[config.mk]
export PLATFORM = sky130hd
export DESIGN_NAME = framed_tuning_command_parser
export DESIGN_NICKNAME = d
export VERILOG_FILES = /design/src/ftcp_pkg.sv /design/src/framed_tuning_command_parser.sv /design/src/ftcp_front.sv /design/src/ftcp_queue.sv /design/src/ftcp_back.sv
export SDC_FILE = /design/constraint.sdc
export NUM_CORES = 1
export LEC_CHECK = 0
export ABC_AREA = 1
export ABC_CLOCK_PERIOD_IN_PS = 7480
export BUFFER_PORTS_ARGS = -buffer_cell sky130_fd_sc_hd__clkbuf_2
export CORE_UTILIZATION = 30
export DETAILED_ROUTE_END_ITERATION = 7
export PLACE_DENSITY = 0.53
export SYNTH_ARGS = -nofsm -noshare
export SYNTH_HDL_FRONTEND = slang
export SYNTH_HIERARCHICAL = 1
export SYNTH_SLANG_ARGS = --single-unit
[constraint.sdc]
create_clock -name clk -period 7.48 [get_ports clk]
set_input_delay 1.496 -clock clk [delete_from_list [all_inputs] [get_ports clk]]
set_output_delay 1.496 -clock clk [all_outputs]
set_load 0.01 [all_outputs]
[src/ftcp_pkg.sv]
`default_nettype none
package ftcp_pkg;

	// request kinds passed from the front to the back
	localparam logic [1:0] EV_CLEAR = 2'd0;
	localparam logic [1:0] EV_CHAR  = 2'd1;
	localparam logic [1:0] EV_CLOSE = 2'd2;

	typedef struct packed {
		logic [1:0] kind;
		logic [7:0] data;
	} ev_t;

	// result status
	localparam logic [1:0] ST_OK      = 2'd0;
	localparam logic [1:0] ST_UNKNOWN = 2'd1;
	localparam logic [1:0] ST_NODIGIT = 2'd2;
	localparam logic [1:0] ST_OVF     = 2'd3;

	// commands
	localparam logic [2:0] CMD_STOP  = 3'd0;
	localparam logic [2:0] CMD_START = 3'd1;
	localparam logic [2:0] CMD_DZ    = 3'd2;
	localparam logic [2:0] CMD_TO    = 3'd3;
	localparam logic [2:0] CMD_KP    = 3'd4;
	localparam logic [2:0] CMD_KI    = 3'd5;
	localparam logic [2:0] CMD_KD    = 3'd6;
	localparam logic [2:0] CMD_THS   = 3'd7;

	// keyword match phases
	localparam logic [3:0] PH_NUM  = 4'd14;
	localparam logic [3:0] PH_FAIL = 4'd15;

	// number parse phases
	localparam logic [2:0] NP_WS   = 3'd0;
	localparam logic [2:0] NP_SIGN = 3'd1;
	localparam logic [2:0] NP_INT  = 3'd2;
	localparam logic [2:0] NP_FRAC = 3'd3;
	localparam logic [2:0] NP_DROP = 3'd4;
	localparam logic [2:0] NP_DONE = 3'd5;

	localparam logic [31:0] ACC_MAX  = 32'hFFFF_FFFF;
	localparam logic [3:0]  FRAC_MAX = 4'd9;

	localparam logic [7:0] CH_DOLLAR = 8'h24;
	localparam logic [7:0] CH_HASH   = 8'h23;
	localparam logic [7:0] CH_NUL    = 8'h00;
	localparam logic [7:0] CH_SPACE  = 8'h20;
	localparam logic [7:0] CH_PLUS   = 8'h2B;
	localparam logic [7:0] CH_MINUS  = 8'h2D;
	localparam logic [7:0] CH_DOT    = 8'h2E;
	localparam logic [7:0] CH_ZERO   = 8'h30;
	localparam logic [7:0] CH_NINE   = 8'h39;
	localparam logic [7:0] CH_TAB    = 8'h09;
	localparam logic [7:0] CH_CR     = 8'h0D;

	// keyword text, indexed by command code, zero padded to five characters
	localparam logic [7:0] KW_TEXT [0:7][0:4] = '{
		'{"S", "T", "O", "P", 8'h00},
		'{"S", "T", "A", "R", "T"},
		'{"D", "Z", "=", 8'h00, 8'h00},
		'{"T", "O", "=", 8'h00, 8'h00},
		'{"K", "P", "=", 8'h00, 8'h00},
		'{"K", "I", "=", 8'h00, 8'h00},
		'{"K", "D", "=", 8'h00, 8'h00},
		'{"T", "H", "S", "=", 8'h00}
	};
	localparam logic [2:0] KW_LEN [0:7] = '{3'd4, 3'd5, 3'd3, 3'd3, 3'd3, 3'd3, 3'd3, 3'd4};

endpackage
`default_nettype wire

[src/framed_tuning_command_parser.sv]
`default_nettype none
// A closing '#' request goes through a queue slot, then the result register, to result_valid.
// Throughput: one byte per clock; the front only stalls when the two-entry queue is full,
// which happens only while a finished result is held by result_stall.
// A held result does not stop byte intake until the queue behind it fills.
// Reset (arst_n low, asynchronous): no frame open, queue empty, no result pending.
module framed_tuning_command_parser import ftcp_pkg::*; #(
	parameter int MAX_BODY = 63
) (
	input  wire logic         clk,
	input  wire logic         arst_n,
	// byte channel
	input  wire logic         byte_valid,
	output logic              byte_stall,
	input  wire logic [7:0]   rx_byte,
	// result channel
	output logic              result_valid,
	input  wire logic         result_stall,
	output logic [1:0]        status,
	output logic [2:0]        command,
	output logic signed [32:0] mantissa,
	output logic [3:0]        frac_digits
);

	// front: framing, body length, end of text; it turns bytes into requests
	ev_t  push_ev;
	logic push;
	// queue between front and back
	ev_t  head_ev;
	logic q_empty;
	logic q_full;
	logic pop;

	assign byte_stall = q_full;

	ftcp_front #(
		.MAX_BODY (MAX_BODY)
	) u_front (
		.clk        (clk),
		.arst_n     (arst_n),
		.byte_valid (byte_valid),
		.rx_byte    (rx_byte),
		.queue_full (q_full),
		.push_ev    (push_ev),
		.push       (push)
	);

	ftcp_queue u_queue (
		.clk     (clk),
		.arst_n  (arst_n),
		.push    (push),
		.push_ev (push_ev),
		.pop     (pop),
		.head_ev (head_ev),
		.empty   (q_empty),
		.full    (q_full)
	);

	// back: keyword match, decimal conversion, result register
	ftcp_back u_back (
		.clk          (clk),
		.arst_n       (arst_n),
		.head_ev      (head_ev),
		.empty        (q_empty),
		.pop          (pop),
		.result_valid (result_valid),
		.result_stall (result_stall),
		.status       (status),
		.command      (command),
		.mantissa     (mantissa),
		.frac_digits  (frac_digits)
	);

endmodule
`default_nettype wire

[src/ftcp_front.sv]
`default_nettype none
module ftcp_front import ftcp_pkg::*; #(
	parameter int MAX_BODY = 63
) (
	input  wire logic       clk,
	input  wire logic       arst_n,
	input  wire logic       byte_valid,
	input  wire logic [7:0] rx_byte,
	input  wire logic       queue_full,
	output ev_t             push_ev,
	output logic            push
);

	localparam int CNT_W = $clog2(MAX_BODY + 1);

	logic             in_frame_q, in_frame_d;
	logic [CNT_W-1:0] body_cnt_q, body_cnt_d;
	logic             text_end_q, text_end_d;
	logic             accept;

	assign accept = byte_valid && !queue_full;

	always_comb begin
		in_frame_d   = in_frame_q;
		body_cnt_d   = body_cnt_q;
		text_end_d   = text_end_q;
		push         = 1'b0;
		push_ev.kind = EV_CHAR;
		push_ev.data = rx_byte;
		if (accept) begin
			if (rx_byte == CH_DOLLAR) begin
				in_frame_d   = 1'b1;
				body_cnt_d   = '0;
				text_end_d   = 1'b0;
				push         = 1'b1;
				push_ev.kind = EV_CLEAR;
			end else if (in_frame_q) begin
				if (rx_byte == CH_HASH) begin
					in_frame_d   = 1'b0;
					push         = 1'b1;
					push_ev.kind = EV_CLOSE;
				end else if (body_cnt_q >= CNT_W'(MAX_BODY)) begin
					// overlong body: drop the frame silently
					in_frame_d = 1'b0;
				end else begin
					body_cnt_d = body_cnt_q + CNT_W'(1);
					if (!text_end_q) begin
						if (rx_byte == CH_NUL) begin
							text_end_d = 1'b1;
						end else begin
							push = 1'b1;
						end
					end
				end
			end
		end
	end

	always_ff @(posedge clk or negedge arst_n) begin
		if (!arst_n) begin
			in_frame_q <= 1'b0;
			body_cnt_q <= '0;
			text_end_q <= 1'b0;
		end else begin
			in_frame_q <= in_frame_d;
			body_cnt_q <= body_cnt_d;
			text_end_q <= text_end_d;
		end
	end

endmodule
`default_nettype wire

[src/ftcp_queue.sv]
`default_nettype none
module ftcp_queue import ftcp_pkg::*; (
	input  wire logic clk,
	input  wire logic arst_n,
	input  wire logic push,
	input  ev_t       push_ev,
	input  wire logic pop,
	output ev_t       head_ev,
	output logic      empty,
	output logic      full
);

	ev_t        slot_q [0:1];
	logic       wr_ptr_q;
	logic       rd_ptr_q;
	logic [1:0] count_q;

	assign empty   = (count_q == 2'd0);
	assign full    = (count_q == 2'd2);
	assign head_ev = slot_q[rd_ptr_q];

	always_ff @(posedge clk) begin
		if (push) begin
			slot_q[wr_ptr_q] <= push_ev;
		end
	end

	always_ff @(posedge clk or negedge arst_n) begin
		if (!arst_n) begin
			wr_ptr_q <= 1'b0;
			rd_ptr_q <= 1'b0;
			count_q  <= 2'd0;
		end else begin
			if (push) begin
				wr_ptr_q <= ~wr_ptr_q;
			end
			if (pop) begin
				rd_ptr_q <= ~rd_ptr_q;
			end
			if (push && !pop) begin
				count_q <= count_q + 2'd1;
			end else if (pop && !push) begin
				count_q <= count_q - 2'd1;
			end
		end
	end

	a_no_overfill: assert property (@(posedge clk) disable iff (!arst_n)
		push |-> (!full || pop))
		else $error("queue written while full");
	a_no_underrun: assert property (@(posedge clk) disable iff (!arst_n)
		pop |-> !empty)
		else $error("queue read while empty");

endmodule
`default_nettype wire

[src/ftcp_back.sv]
`default_nettype none
module ftcp_back import ftcp_pkg::*; (
	input  wire logic         clk,
	input  wire logic         arst_n,
	input  ev_t               head_ev,
	input  wire logic         empty,
	output logic              pop,
	output logic              result_valid,
	input  wire logic         result_stall,
	output logic [1:0]        status,
	output logic [2:0]        command,
	output logic signed [32:0] mantissa,
	output logic [3:0]        frac_digits
);

	logic [3:0]  mp_q, mp_d;
	logic [2:0]  g_q, g_d;
	logic [2:0]  np_q, np_d;
	logic        neg_q, neg_d;
	logic [31:0] acc_q, acc_d;
	logic [3:0]  frac_q, frac_d;
	logic        seen_q, seen_d;
	logic        ovf_q, ovf_d;

	logic        res_valid_q;
	logic [1:0]  res_status_q;
	logic [2:0]  res_cmd_q;
	logic [32:0] res_mant_q;
	logic [3:0]  res_frac_q;

	logic [7:0]  c;
	logic        is_digit;
	logic        is_ws;
	logic        is_float;
	logic [35:0] acc_x10;
	logic        fits;
	logic        kw_found;
	logic [2:0]  kw_g;
	logic        pref;
	logic [3:0]  p_next;
	logic        close_now;

	logic [1:0]  st_c;
	logic [2:0]  cmd_c;
	logic [32:0] mant_c;
	logic [3:0]  frac_c;

	assign c        = head_ev.data;
	assign is_digit = (c >= CH_ZERO) && (c <= CH_NINE);
	assign is_ws    = (c == CH_SPACE) || ((c >= CH_TAB) && (c <= CH_CR));
	assign is_float = (g_q != CMD_TO);
	// acc*10 + digit as two shifted adds
	assign acc_x10  = {1'b0, acc_q, 3'b000} + {3'b000, acc_q, 1'b0}
		+ {32'd0, c[3:0] & {4{is_digit}}};
	assign fits     = (acc_x10[35:32] == 4'd0);

	assign pop       = !empty && ((head_ev.kind != EV_CLOSE) || !res_valid_q || !result_stall);
	assign close_now = pop && (head_ev.kind == EV_CLOSE);

	// keyword step: first keyword sharing the matched prefix that takes this char
	always_comb begin
		kw_found = 1'b0;
		kw_g     = g_q;
		for (int k = 0; k < 8; k++) begin
			pref = 1'b1;
			for (int i = 0; i < 4; i++) begin
				if ((4'(i) < mp_q) && (KW_TEXT[k][i] != KW_TEXT[g_q][i])) begin
					pref = 1'b0;
				end
			end
			if (!kw_found && ({1'b0, KW_LEN[k]} > mp_q) && pref
				&& (KW_TEXT[k][mp_q[2:0]] == c)) begin
				kw_found = 1'b1;
				kw_g     = 3'(k);
			end
		end
	end

	assign p_next = mp_q + 4'd1;

	always_comb begin
		mp_d   = mp_q;
		g_d    = g_q;
		np_d   = np_q;
		neg_d  = neg_q;
		acc_d  = acc_q;
		frac_d = frac_q;
		seen_d = seen_q;
		ovf_d  = ovf_q;
		if (pop) begin
			case (head_ev.kind)
				EV_CLEAR: begin
					mp_d   = 4'd0;
					g_d    = CMD_STOP;
					np_d   = NP_WS;
					neg_d  = 1'b0;
					acc_d  = '0;
					frac_d = '0;
					seen_d = 1'b0;
					ovf_d  = 1'b0;
				end
				EV_CHAR: begin
					if (mp_q == PH_NUM) begin
						if (np_q >= NP_DONE) begin
							np_d = np_q;
						end else if ((np_q == NP_WS) && is_ws) begin
							np_d = np_q;
						end else if ((np_q == NP_WS) && ((c == CH_PLUS) || (c == CH_MINUS))) begin
							neg_d = (c == CH_MINUS);
							np_d  = NP_SIGN;
						end else if (np_q <= NP_INT) begin
							if (is_digit) begin
								seen_d = 1'b1;
								np_d   = NP_INT;
								if (!ovf_q) begin
									if (fits) begin
										acc_d = acc_x10[31:0];
									end else begin
										acc_d = ACC_MAX;
										ovf_d = 1'b1;
									end
								end
							end else if ((c == CH_DOT) && is_float) begin
								np_d = ovf_q ? NP_DROP : NP_FRAC;
							end else begin
								np_d = NP_DONE;
							end
						end else if (!is_digit) begin
							np_d = NP_DONE;
						end else begin
							seen_d = 1'b1;
							if (np_q == NP_FRAC) begin
								if ((frac_q < FRAC_MAX) && fits) begin
									acc_d  = acc_x10[31:0];
									frac_d = frac_q + 4'd1;
								end else begin
									np_d = NP_DROP;
								end
							end
						end
					end else if (mp_q == PH_FAIL) begin
						mp_d = PH_FAIL;
					end else if (mp_q >= {1'b0, KW_LEN[g_q]}) begin
						mp_d = PH_FAIL;
					end else if (!kw_found) begin
						mp_d = PH_FAIL;
					end else begin
						g_d = kw_g;
						if ((p_next == {1'b0, KW_LEN[kw_g]}) && (kw_g >= CMD_DZ)) begin
							mp_d = PH_NUM;
						end else begin
							mp_d = p_next;
						end
					end
				end
				default: begin
					mp_d = mp_q;
				end
			endcase
		end
	end

	// result of a closing request
	always_comb begin
		st_c   = ST_UNKNOWN;
		cmd_c  = CMD_STOP;
		mant_c = '0;
		frac_c = '0;
		if (mp_q == PH_NUM) begin
			cmd_c = g_q;
			if (!seen_q) begin
				st_c = ST_NODIGIT;
			end else begin
				st_c   = ovf_q ? ST_OVF : ST_OK;
				mant_c = neg_q ? (33'd0 - {1'b0, acc_q}) : {1'b0, acc_q};
				frac_c = frac_q;
			end
		end else if ((mp_q < PH_NUM) && (mp_q == {1'b0, KW_LEN[g_q]})) begin
			st_c  = ST_OK;
			cmd_c = g_q;
		end
	end

	always_ff @(posedge clk) begin
		if (close_now) begin
			res_status_q <= st_c;
			res_cmd_q    <= cmd_c;
			res_mant_q   <= mant_c;
			res_frac_q   <= frac_c;
		end
	end

	always_ff @(posedge clk or negedge arst_n) begin
		if (!arst_n) begin
			mp_q        <= 4'd0;
			g_q         <= CMD_STOP;
			np_q        <= NP_WS;
			neg_q       <= 1'b0;
			acc_q       <= '0;
			frac_q      <= '0;
			seen_q      <= 1'b0;
			ovf_q       <= 1'b0;
			res_valid_q <= 1'b0;
		end else begin
			mp_q   <= mp_d;
			g_q    <= g_d;
			np_q   <= np_d;
			neg_q  <= neg_d;
			acc_q  <= acc_d;
			frac_q <= frac_d;
			seen_q <= seen_d;
			ovf_q  <= ovf_d;
			if (close_now) begin
				res_valid_q <= 1'b1;
			end else if (!result_stall) begin
				res_valid_q <= 1'b0;
			end
		end
	end

	assign result_valid = res_valid_q;
	assign status       = res_status_q;
	assign command      = res_cmd_q;
	assign mantissa     = res_mant_q;
	assign frac_digits  = res_frac_q;

	a_num_has_prefix: assert property (@(posedge clk) disable iff (!arst_n)
		(mp_q == PH_NUM) |-> (g_q >= CMD_DZ))
		else $error("number phase without a prefixed command");
	a_sat_value: assert property (@(posedge clk) disable iff (!arst_n)
		ovf_q |-> ((acc_q == ACC_MAX) && (frac_q == 4'd0)))
		else $error("overflow flag without saturated magnitude");
	a_close_loads: assert property (@(posedge clk) disable iff (!arst_n)
		close_now |=> res_valid_q)
		else $error("closing request did not produce a result");

endmodule
`default_nettype wire

* Word level (Yosys, flattened, before mapping) *
Memories as Yosys holds them, arrays and structs flattened.
Cells that the tools add are included.

operators by class
  bitwise gates (word level) = 6
  multiplexer cells = 167
  $add $sub $neg = 8
  order comparisons = 21
  reduce and logical (&&, ||, !) cells = 92
  eq/ne operators = 64

operators with widths
  cell                     count
  $mux W32                 12
  $mux W8                  16
  $ne A7 B8 Y1 const A     16
  $mux W3                  29
  $mux W40                 2
  $mux W1                  74
  $eq A8 B8 Y1             8
  $pmux W32 S2             1
  $logic_and A1 B1 Y1      55
  $mux W4                  13
  $eq A8 B6 Y1 const B     6
  $add A35 B33 Y36         1
  $add A36 B4 Y36          1
  $sub A1 B32 Y33 const A  1
  $mux W6                  4
  $ne A2 B1 Y1 const B     10
  $reduce_and A10 Y1       2
  $mux W2                  9
  $ne A2 B2 Y1 const B     8
  $ne A6 B8 Y1 const A     2
  $pmux W4 S2              2
  $reduce_and A7 Y1        2
  $logic_not A1 Y1         13
  $ge A4 B4 Y1 const B     3
  other kinds (44)         68

word-level totals
  bits in writable memories = 20
  output and inout port bits = 44
  bits of input ports = 12
  ROM bits = 880
  word-level logic and storage cells = 390
  bits in registers = 104
  memories kept = 12

memories
  memory           words  bits a word  read ports  clocked after Yosys merged registers in  write ports  line             source
  (no name shown)  8      40           1           0                                        0            ftcp_back.sv:67  if ((4'(i) < mp_q) && (KW_TEXT[k][i] != KW_TEXT[g_q][i])) begin
  (no name shown)  8      8            1           0                                        0            ftcp_back.sv:72  && (KW_TEXT[k][mp_q[2:0]] == c)) begin
  (no name shown)  8      8            1           0                                        0            ftcp_back.sv:72
  (no name shown)  8      8            1           0                                        0            ftcp_back.sv:72
  (no name shown)  8      8            1           0                                        0            ftcp_back.sv:72
  (no name shown)  8      8            1           0                                        0            ftcp_back.sv:72
  6 more memories  --     --           --          --                                       --           --

* Logic depth before layout (Yosys ltp) *
Gate-level depths: netlist (run 1).

  depth in word-level cells = 60
  depth in mapped cells = 28
  depth with buffers taken out = 26

* By module *
The synthesis (run 1) kept the hierarchy.

modules (own cells, without submodules)
  module      times used  cells each  area each (sq um)  seq. area each (sq um)
  ftcp_back   1           1284        8672.1             2512.4
  ftcp_queue  1           56          964.7              700.7
  ftcp_front  1           103         700.7              200.2

* Worst setup path before layout (run 1) *
No wires, ideal clock.

  path type = register -> register
  start point = register u_queue.rd_ptr_q
  end point = register u_back.acc_q[10]
  setup time = 0.119 ns
  buffers on the path = 3
  cell stages (with the launch flop) = 29
  path slack = 3.274 ns
  required time = 7.361 ns
  data arrival time = 4.087 ns
  period minus slack after synthesis = 4.206 ns
  cells stage by stage = dfrtp_1 buf_6 mux2_4 clkbuf_1 inv_1 o21ai_0 nor3_1 inv_1 nor2_1 fa_1 ha_1 nand3_1 nand2_1 nand2_1 nand2_2 a21oi_2 o21ai_2 nand3_1 nand2_1 nand2_1 nand2_1 inv_1 nor2_2 nand3_1 nand2_1 nand2_2 buf_2 nand2_1 o21ai_2

RTL lines
  item                      line              source
  start: declaration        ftcp_queue.sv:15  logic rd_ptr_q;
  start signal: assignment  ftcp_queue.sv:38  rd_ptr_q <= ~rd_ptr_q;
  end signal: assignment    ftcp_back.sv:199  acc_q <= '0;
  end signal: assignment    ftcp_back.sv:209  acc_q <= acc_d;
  end: declaration          ftcp_back.sv:20   logic [31:0] acc_q, acc_d;

==> results.md, run 1 <==
- Status: complete, no violations
- Post-cts resize count: 0
- CTS Hold Bufs: 0
- Cell count after synthesis: around 1400
- CTS buffer count: 17
- Crit. End Element: flop
- Die Y: 187.6 microns
- Final hold viol count: 0
- Setup_tns: 0 ns
- Post-CTS setup buffers: 0
- Worst path max stage delay: 0.83 ns
- Hold crit path type: reg -> reg
- Count leader, synth: nand2_1
- Initial antenna violation count: 0
- Input/output buffers: 55
- Arr. time, crit path: 6.10 ns
- Max_slew headroom: 20.06%
- Buf+Inv Stages, Crit Path: 3
- Seq/Total Area, Yosys: between 30% and 40%
- GRT overflow: 0
- Share of the synthesized area in the top cell type: 18.01%
- Tmin final: 5.833 ns
- Final Cell Area: 11510 sq um
- Cell Rows: 67
- Synth Flop Type: edfxtp_1
- Clock skew: 0.01024 ns
- Post-synth EDFFs: 62
- CTS root buffer: clkbuf_16
- Clk Latency, worst-skew pair: about 0.42 ns
- Cells along the critical path: mux2_4 -> inv_1 -> o21ai_0 -> nor3_1 -> inv_1 -> nor2_1 -> ha_1 -> ha_1 -> inv_1 -> fa_1 -> o21ai_2 -> a21oi_1 -> o21ai_2 -> nand2_1 -> nand2_1 -> nand2_1 -> nand2_1 -> nand2_1 -> a21oi_2 -> nand2_1 -> nand2_1 -> nand2_1 -> nand2_1 -> o21ai_2
- Power per cell area: 250.9 nW/um^2
- Vias per cell: 4.881
- Async set-reset flop share out of synthesis: 50.00%
- Die Width: 187.6 microns
- Top cells by count, synth: nand2_1 (403), nor2_1 (170), inv_1 (163)
- Detailed router's first-iteration violation count: roughly 660
- Area added between synthesis and finish: 11.35%
- Final Total Pwr: 2.888 mW
- Initial Util: a little under a third
- Max stage delay cell, worst path: nand2_1
- Placer Congestion: 0.9115
- Worst ir drop on vdd: 0.1530 mV
- Detailed placement HPWL: 21320 microns
- ANT nets after route: 0
- Synth area leader: edfxtp_1
- FF+latch count, synth: 124
- Clock slew at reported path FFs: 0.06 ns
- Vias in the first global route: 8931
- Kind of critical path: reg -> reg
- Max Fclk: 171.4 MHz
- Final Cycle Share: 77.98%
- First-pass GRT wire length: 46670 microns
- Largest net degree at the start of global routing: 65
- WL per Instance: 14.66 microns
- DP Area: 10950 sq um
- Diodes inserted: 0
- Unique masters post-synth: 54
- Via count: 9469
- Crit-path max FO: 32
- CTS tree: yes
- TritonRoute pass-1 iters: 6
- Htree depth: 4
- IO Pins: 56
- Final core occ: 34.16%
- Most Frequent Cell on Critical Path: nand2_1
- Top cells by area, synth: edfxtp_1 (18%), dfrtp_1 (15%), nand2_1 (15%), ha_1 (9.4%), nor2_1 (6.2%)
- Mapped Avg Cell Area: 7.164 sq um
- RSZ-0062 raised after global routing: no
- Synthesized cell area: 10340 sq um
- Drt drc: 0
- Final setup fails: 0
- Clk buf depth: 2
- Layout fillers: roughly 3700
- Max-slew violations: 0
- Clock Sinks: between 100 and 150
- Static leakage: approximately 5.7 nW
- All-Layer GR Usage: between 10% and 20%
- Max-Cap Viols: 0
- Core Box Area: 33700 sq um
- Synthesized Nets: 1535
- Share of cells above drive strength 1: 10.52%
- CP startpoint kind: flop
- Data required time of the worst path: 7.74 ns
- Yosys synthesis warning count: 6
- Die area: 35210 sq um
- Critical path's top delay family: simple AND/OR/NAND/NOR gates
- Final wirelength: 28430 microns
- Nets@finish: 1571
- Worst slew pin tran: 1.195 ns
## layout by cell type, fill, tap and decap left out, drive strengths merged, types with 3 or more instances in the layout
cell type,netlist,final
xor2,20,20
a21boi,4,4
dfrtp,62,62
nor4,5,5
clkinvlp,0,4
nor3b,3,3
clkinv,3,7
nand2,413,413
o21ai,97,97
a21o,3,3
nand4,19,19
nand3,90,90
a31oi,6,6
a21oi,90,90
xnor2,19,19
buf,28,5
o31ai,3,3
edfxtp,62,62
clkbuf,14,71
ha,78,78
mux2,10,10
inv,167,173
o21bai,6,6
nor3,40,40
o2111ai,4,4
nor2,180,180
and3,4,4
## cell families after synthesis
logic type / count (synthesis) / share of synthesized area (%)
adders and majority gates: 80 / 9.828
xor gates and xnor gates: 39 / 3.304
buffers and inverters: 212 / 8.702
and+or+nand+nor: 756 / 31.31
muxes: 10 / 1.416
DFF: 124 / 33.02
AOI/OAI and AO/OA: 222 / 12.42
## area by class of cell
| type | count | area [sq um] | share of cell area, % |
|---|---|---|---|
| Clock inverter | 15 | 136.4 | 1.185 |
| Inverter | 170 | 638.1 | 5.543 |
| Timing Repair Buffer | 59 | 305.3 | 2.652 |
| Tap cell | 448 | 560.5 | 4.870 |
| Sequential cell | 124 | 3413 | 29.65 |
| Multi-Input combinational cell | 1107 | 6032 | 52.40 |
| Clock buffer | 17 | 425.4 | 3.696 |
## worst register-to-register path, cell delays in order (launching register included)
cell and delay, ns:
dfrtp_1 0.71, mux2_4 0.41, inv_1 0.38, o21ai_0 0.13, nor3_1 0.33, inv_1 0.18, nor2_1 0.16, ha_1 0.17
ha_1 0.22, inv_1 0.08, fa_1 0.41, o21ai_2 0.25, a21oi_1 0.15, o21ai_2 0.23, nand2_1 0.07, nand2_1 0.13
nand2_1 0.09, nand2_1 0.07, nand2_1 0.05, a21oi_2 0.20, nand2_1 0.09, nand2_1 0.83, nand2_1 0.16, nand2_1 0.12
o21ai_2 0.05
## through the flow
step	hold slack, ns	cells	setup slack [ns]
floorplan	0.4631	1443	3.274
global placement	0.4808	1908	1.761
detailed placement	0.4854	1908	1.562
CTS	0.4976	1940	1.573
global route	0.5210	1940	0.9088
finish	0.4922	1940	1.647
## path summary, 6_finish.rpt
kind                                        from               endpoint  slack (ns)  cells after the start
worst min-delay path            u_queue/wr_ptr_q       u_queue/wr_ptr_q        0.49                      1
min in group asynchronous                 arst_n  u_front/body_cnt_q[4]        1.25                      2
worst min register to register  u_queue/wr_ptr_q       u_queue/wr_ptr_q        0.49                      1
worst max-delay path            u_queue/rd_ptr_q        u_back/acc_q[7]        1.65                     24
max in group asynchronous                 arst_n          u_back/g_q[2]        5.66                      2
worst max register to register  u_queue/rd_ptr_q        u_back/acc_q[7]        1.65                     24
## per-layer routing
metal	wire length (microns)	up-vias	track usage (%)	share of wire (%)
met5	0	-	0	0
met1	14900	4405	24.33	52
met2	12160	215	24.94	43
met4	278	0	4.003	0.98
li1	-	4829	-	-
met3	1091	20	2.208	3.8
## power breakdown
| part | total, mW | internal (mW) | switching (mW) | leakage, nW |
|---|---|---|---|---|
| clock network | 0.797 | 0.461 | 0.336 | 0.267 |
| logic | 1.20 | 0.344 | 0.860 | 3.96 |
| registers | 0.888 | 0.795 | 0.0931 | 1.50 |
## sequential cells by signal (all words and copies together), names as in the netlist, 2 cells and up
signal and flops:
u_back/acc_q 32, u_back/command 3, u_back/frac_digits 4, u_back/frac_q 4, u_back/g_q 3, u_back/mantissa 33
u_back/mp_q 4, u_back/np_q 3, u_back/status 2, u_front/body_cnt_q 6, u_queue/count_q 2, u_queue/slot_q 20
(Power assumes the default switching activity.)
==> run 2: changes to the inputs <==
ABC_CLOCK_PERIOD_IN_PS = 5500   (was 7480)
clock period = 5.5 ns   (was 7.48 ns; I/O delays follow)
==> results.md, run 2 (synthesized netlist as in run 1, its figures left out) <==
- Status: complete, no violations
- Final Total Pwr: 3.992 mW (+38%)
- CP startpoint: u_queue/rd_ptr_q
- Vias in the first global route: 8875 (-0.63%)
- Placer Congestion: 0.9243 (+1.4%)
- All-Layer GR Usage: 16.45% (+0.021 points)
- Final Cell Area: 11580 sq um (+0.63%)
- Largest net degree at the start of global routing: 65 (unchanged)
- Via count: 9496 (+0.29%)
- Share of cells above drive strength 1: 10.88% (+0.36 points)
- Drt drc: 0 (unchanged)
- Max-Cap Viols: 0 (unchanged)
- Input/output buffers: 55 (unchanged)
- Diodes inserted: 0 (unchanged)
- Finished Layout Cells: 1946 (+0.31%)
- Kind of critical path: reg -> reg
- Crit-path max FO: 64 (+100%)
- Final hold viol count: 0 (unchanged)
- Max-slew violations: 0 (unchanged)
- Reg2reg start: u_queue/rd_ptr_q
- Crit. End Element: flop
- TritonRoute pass-1 iters: 5 (-1)
- Clk buf depth: 2 (unchanged)
- CTS tree: yes
- Final wirelength: 28320 microns (-0.39%)
- CP startpoint kind: flop
- Detailed placement HPWL: 21310 microns (about the same)
- Worst ir drop on vdd: 0.2258 mV (+48%)
- Tmin final: 4.908 ns (-0.9253 ns)
- ANT nets after route: 0 (unchanged)
- Post-placement cell count: 1914 (+0.31%)
- Hold crit path type: reg -> reg
- CTS root buffer: clkbuf_16
- WL per Instance: 14.55 microns (-0.70%)
- Detailed router's first-iteration violation count: 699 (+5.6%)
- Most frequent cells in the layout: nand2_1 (403), nor2_1 (169), inv_1 (162), a21oi_1 (86), nand3_1 (85)
- Clock skew: 0.01289 ns (+0.002648 ns)
- RSZ-0062 raised after global routing: no
- Die Width: 187.6 microns (unchanged)
- Static leakage: 5.776 nW (+0.81%)
- Final setup fails: 0 (unchanged)
- DP Area: 10990 sq um (+0.41%)
- Max_slew headroom: 38.33% (+18 points)
- Cell Rows: 67 (unchanged)
- Vias per cell: 4.880 (about the same)
- Die Y: 187.6 microns (unchanged)
- Clock slew at reported path FFs: 0.07 ns (about the same)
- Clock Sinks: 124 (unchanged)
- Hold Startpoint: u_queue/count_q[1]
- Post-CTS setup buffers: 0 (unchanged)
- Area added between synthesis and finish: 12.06%
- IO Pins: 56 (unchanged)
- Nets@finish: 1577 (+0.38%)
- Initial Util: 30.67% (unchanged)
- Initial antenna violation count: 0 (unchanged)
- CTS buffer count: 17 (unchanged)
- Setup_tns: 0 ns (unchanged)
- Post-cts resize count: 0 (unchanged)
- Max Fclk: 203.8 MHz (+19%)
- Final Cycle Share: 89.23% (+11 points)
- First-pass GRT wire length: 46890 microns (+0.46%)
- Max reg flops: 33 (unchanged)
- Htree depth: 4 (unchanged)
- Power per cell area: 344.7 nW/um^2 (+37%)
- Worst hold margin: 0.5036 ns (+0.01140 ns)
- CTS Hold Bufs: 0 (unchanged)
- GRT overflow: 0 (unchanged)
- Core Box Area: 33700 sq um (unchanged)
- Die area: 35210 sq um (unchanged)
- Worst slew pin tran: 0.9216 ns (-0.2733 ns)
- Most common cell after layout, fill and taps aside: nand2_1
- Arr. time, crit path: 5.18 ns (-0.92 ns)
- Data required time of the worst path: 5.77 ns (-1.97 ns)
- Clk Latency, worst-skew pair: 0.42 ns (about the same)
[run 2: area by class of cell]
cell class                      instances  area (sq um)
Fill cell                            3602         22120
Multi-Input combinational cell       1107          6032
Sequential cell                       124          3413
Inverter                              170         638.1
Tap cell                              448         560.5
Clock buffer                           17         425.4
Timing Repair Buffer                   65         354.1
Clock inverter                         15         160.2
[run 2: final timing paths]
check	end	slack (ns)	depth (start not counted)
max	u_back/acc_q[15]	0.59	26
min	u_queue/count_q[1]	0.50	2
max reg2reg	u_back/acc_q[15]	0.59	26
min reg2reg	u_queue/count_q[1]	0.50	2
max in group asynchronous	u_back/g_q[2]	3.77	2
min in group asynchronous	u_front/in_frame_q	0.78	1
[run 2: metal layers]
layer | part of all wire (%) | global-route usage, % | vias to the layer above | wire length, microns
met5 | 0 | 0 | - | 0
met4 | 1.2 | 4.128 | 0 | 342
met3 | 4.5 | 2.826 | 26 | 1283
met2 | 42 | 24.91 | 216 | 12010
met1 | 52 | 23.99 | 4398 | 14690
li1 | - | - | 4856 | -
[run 2: power breakdown]
group	internal (mW)	switching (mW)
combinational	0.480	1.15
clock	0.674	0.471
sequential	1.08	0.132
total	2.24	1.76
[run 2: through the flow]
step	util (%)	worst slack [ns]
after floorplan	-	1.294
after global placement	32.62	0.5947
after detailed placement	32.62	0.4624
after CTS	34.36	0.3951
after global routing	34.37	0.04933
final	34.37	0.5923
[run 2: critical path, stage by stage, from the launching register on]
cell and delay, ns:
dfrtp_1 0.70, mux2_4 0.38, nor2_1 0.22, o21ai_0 0.13, nor3_1 0.17, buf_4 0.16
inv_1 0.09, nor2_1 0.11, ha_1 0.16, ha_1 0.20, inv_1 0.07, fa_1 0.42
o21ai_2 0.25, a21oi_1 0.16, o21ai_2 0.25, nand2_1 0.08, nand2_1 0.12, nand2_1 0.09
nand2_1 0.08, nand2_1 0.06, a21oi_2 0.20, nand3_1 0.09, nand2_1 0.08, nand2_2 0.05
buf_6 0.25, nand2_1 0.10, o21ai_0 0.08
==> run 3: changes to the inputs <==
ABC_AREA = default   (was 1)
PLACE_DENSITY = 0.45   (was 0.53)
RECOVER_POWER = 25   (was default)
==> results.md, run 3 <==
- Initial Util: 30.72% (+0.043 points)
- Max-Cap Viols: 1 (+1)
- Area of the multi-input gates: 6001 sq um (-0.52%)
- Max-slew violations: 63 (+63)
- IO Pins: 56 (unchanged)
- Cells along the critical path: mux2_2 -> o21ai_0 -> nor4b_4 -> and2_1 -> fa_1 -> ha_1 -> a211oi_2 -> nor3_1 -> o2111ai_1 -> nand2_1 -> a31oi_1 -> mux2_2 -> nor4_2 -> o221ai_4 -> buf_4 -> mux2_4
- Status: finished with violations
- Most Frequent Cell on Critical Path: mux2_2
- Failing checks: max-capacitance violations, max-slew violations
- Top cells by count, synth: a21oi_1 (90), nor2_1 (87), nand2_1 (84)
- Placer Congestion: 0.8549 (-7.5%)
- Core Box Area: 31800 sq um (-5.6%)
- Synthesized cell area: 9768 sq um (-5.5%)
- Most common cell after layout, fill and taps aside: a21oi_1
- Async set-reset flop share out of synthesis: 50.00% (unchanged)
- Share of cells above drive strength 1: 15.70% (+4.8 points)
- Detailed router's first-iteration violation count: 441 (-37%)
- Worst path max stage delay: 0.50 ns (-0.20 ns)
- TritonRoute pass-1 iters: 5 (unchanged)
- WL per Instance: 16.81 microns (+16%)
- Final hold viol count: 0 (unchanged)
- Nets@finish: 1162 (-26%)
- RSZ-0062 raised after global routing: no
- Max stage delay cell, worst path: dfrtp_2
- Critical path's top delay family: compound AO/OA/AOI/OAI gates
- Power per cell area: 339.6 nW/um^2 (-1.5%)
- Htree depth: 4 (unchanged)
- Final Total Pwr: 3.773 mW (-5.5%)
- Crit-path max FO: 18 (-72%)
- Max_slew headroom: -147.3% (-190 points)
- Layout fillers: 3269 (-9.2%)
- Synthesized Nets: 1120 (-27%)
- FF+latch area: 3415 sq um (about the same)
- Die Y: 182.4 microns (-2.8%)
- CTS tree: yes
- Clk buf depth: 2 (unchanged)
- FF+latch count, synth: 124 (unchanged)
- Setup_tns: 0 ns (unchanged)
- Tmin final: 5.160 ns (+0.2525 ns)
- Max Fclk: 193.8 MHz (-4.9%)
- All-Layer GR Usage: 15.87% (-0.57 points)
- Initial antenna violation count: 0 (unchanged)
- Clock skew: 0.01710 ns (+0.004217 ns)
- Static leakage: 4.851 nW (-16%)
- Die area: 33290 sq um (-5.5%)
- Vias per cell: 5.065 (+3.8%)
- Count leader, synth: a21oi_1
- Cell count after synthesis: 1028 (-29%)
- First-pass GRT wire length: 41850 microns (-11%)
- Share of the synthesized area in the top cell type: 19.06% (+1.0 points)
- Synth area leader: edfxtp_1
- Worst ir drop on vdd: 0.2232 mV (-1.2%)
- Area added between synthesis and finish: 13.73%
- Input/output buffers: 55 (unchanged)
- Arr. time, crit path: 5.46 ns (+0.28 ns)
- Final Cycle Share: 93.82% (+4.6 points)
- Vias in the first global route: 7602 (-14%)
- Worst slew pin tran: 3.709 ns (+2.788 ns)
- Clock Sinks: 124 (unchanged)
- CP startpoint kind: flop
- Drt drc: 0 (unchanged)
- Clock slew at reported path FFs: 0.07 ns (about the same)
- Max reg flops: 33 (unchanged)
- Yosys synthesis warning count: 6 (unchanged)
- Mapped Avg Cell Area: 9.502 sq um (+33%)
- Detailed placement HPWL: 18630 microns (-13%)
- Largest net degree at the start of global routing: 63 (-3.1%)
- Crit. End Element: flop
- Via count: 7689 (-19%)
- Die Width: 182.4 microns (-2.8%)
- CTS buffer count: 17 (unchanged)
- Final wirelength: 25520 microns (-9.9%)
- Kind of critical path: reg -> reg
- Synth Flop Type: edfxtp_1
- GRT overflow: 0 (unchanged)
- Cell Rows: 65 (-3.0%)
- Seq/Total Area, Yosys: 34.94% (+1.9 points)
- Clk Latency, worst-skew pair: 0.42 ns (about the same)
- Unique masters post-synth: 80 (+48%)
- Top cells by area, synth: edfxtp_1 (19%), dfrtp_1 (16%), ha_1 (10%), xor2_1 (4.8%), a21oi_1 (4.6%)
- Hold crit path type: reg -> reg
- Buf+Inv Stages, Crit Path: 1 (-3)
- Most frequent cells in the layout: a21oi_1 (90), nor2_1 (87), nand2_1 (84), ha_1 (78), edfxtp_1 (62)
- CTS root buffer: clkbuf_16
- Final setup fails: 0 (unchanged)
- Data required time of the worst path: 5.80 ns (+0.03 ns)
- Diodes inserted: 0 (unchanged)
- Post-synth EDFFs: 62 (unchanged)
- ANT nets after route: 0 (unchanged)
-- run 3: path summary, 6_finish.rpt --
path / slack (ns) / from / cells past startpoint / to
max: 0.34 / u_queue/rd_ptr_q / 16 / u_back/acc_q[23]
min: 0.48 / u_queue/wr_ptr_q / 1 / u_queue/wr_ptr_q
max reg2reg: 0.34 / u_queue/rd_ptr_q / 16 / u_back/acc_q[23]
min reg2reg: 0.48 / u_queue/wr_ptr_q / 1 / u_queue/wr_ptr_q
max in group asynchronous: 1.08 / arst_n / 2 / u_queue/rd_ptr_q
min in group asynchronous: 2.06 / arst_n / 2 / u_back/acc_q[28]
-- run 3: timing repair --
item	4_1_cts	5_1_grt
hold endpoints to repair	0	0
hold buffers	0	0
resized for setup	0	3
setup buffers	0	0
setup endpoints to repair	0	35
-- run 3: cell type report --
cell class | instances | share of cell area (%)
inverter | 32 | 1.081
clock inverter | 15 | 1.892
clock buffer | 17 | 3.829
tap | 435 | 4.899
timing repair buffer | 71 | 3.548
multi-input combinational | 824 | 54.02
sequential | 124 | 30.74
-- run 3: power by group --
part	internal, mW	total (mW)	switching [mW]
clock	0.768	1.24	0.473
combinational	0.524	1.33	0.803
sequential	1.07	1.21	0.139
-- run 3: routing by layer --
metal  up-vias  global-route usage [%]  share of wire, %  wire length (microns)
li1       3876                       -                 -                      -
met1      3692                   23.52                53                  13640
met2       108                   23.95                43                  10970
met3        13                   2.255               2.6                    657
met4         0                   4.067              0.96                    246
met5         -                       0                 0                      0
-- run 3: cells by family after synthesis --
group	synth area share (%)
xor+xnor	7.532
compound gates	19.14
buf+inv	3.894
flops	34.94
simple gates	17.14
fa+ha+maj	10.40
mux	6.955
-- run 3: worst reg2reg max path: stages (launching register included) --
cell and delay [ns]:
dfrtp_2 0.50, mux2_2 0.38, o21ai_0 0.21, nor4b_4 0.31, and2_1 0.20, fa_1 0.43, ha_1 0.34, a211oi_2 0.30
nor3_1 0.11, o2111ai_1 0.25, nand2_1 0.21, a31oi_1 0.25, mux2_2 0.42, nor4_2 0.34, o221ai_4 0.16, buf_4 0.27
mux2_4 0.36
-- run 3: stage by stage --
stage | worst slack (ns) | hold WS, ns | area (sq um) | util, % | std cells
after floorplan | 0.3483 | 0.4555 | 9768 | - | 1028
after global placement | 0.2769 | 0.4682 | 10470 | 32.93 | 1486
after detailed placement | 0.03948 | 0.4715 | 10470 | 32.93 | 1486
after CTS | 0.01328 | 0.4848 | 11110 | 34.93 | 1518
after global routing | 0.01220 | 0.5180 | 11110 | 34.94 | 1518
final | 0.3398 | 0.4811 | 11110 | 34.94 | 1518
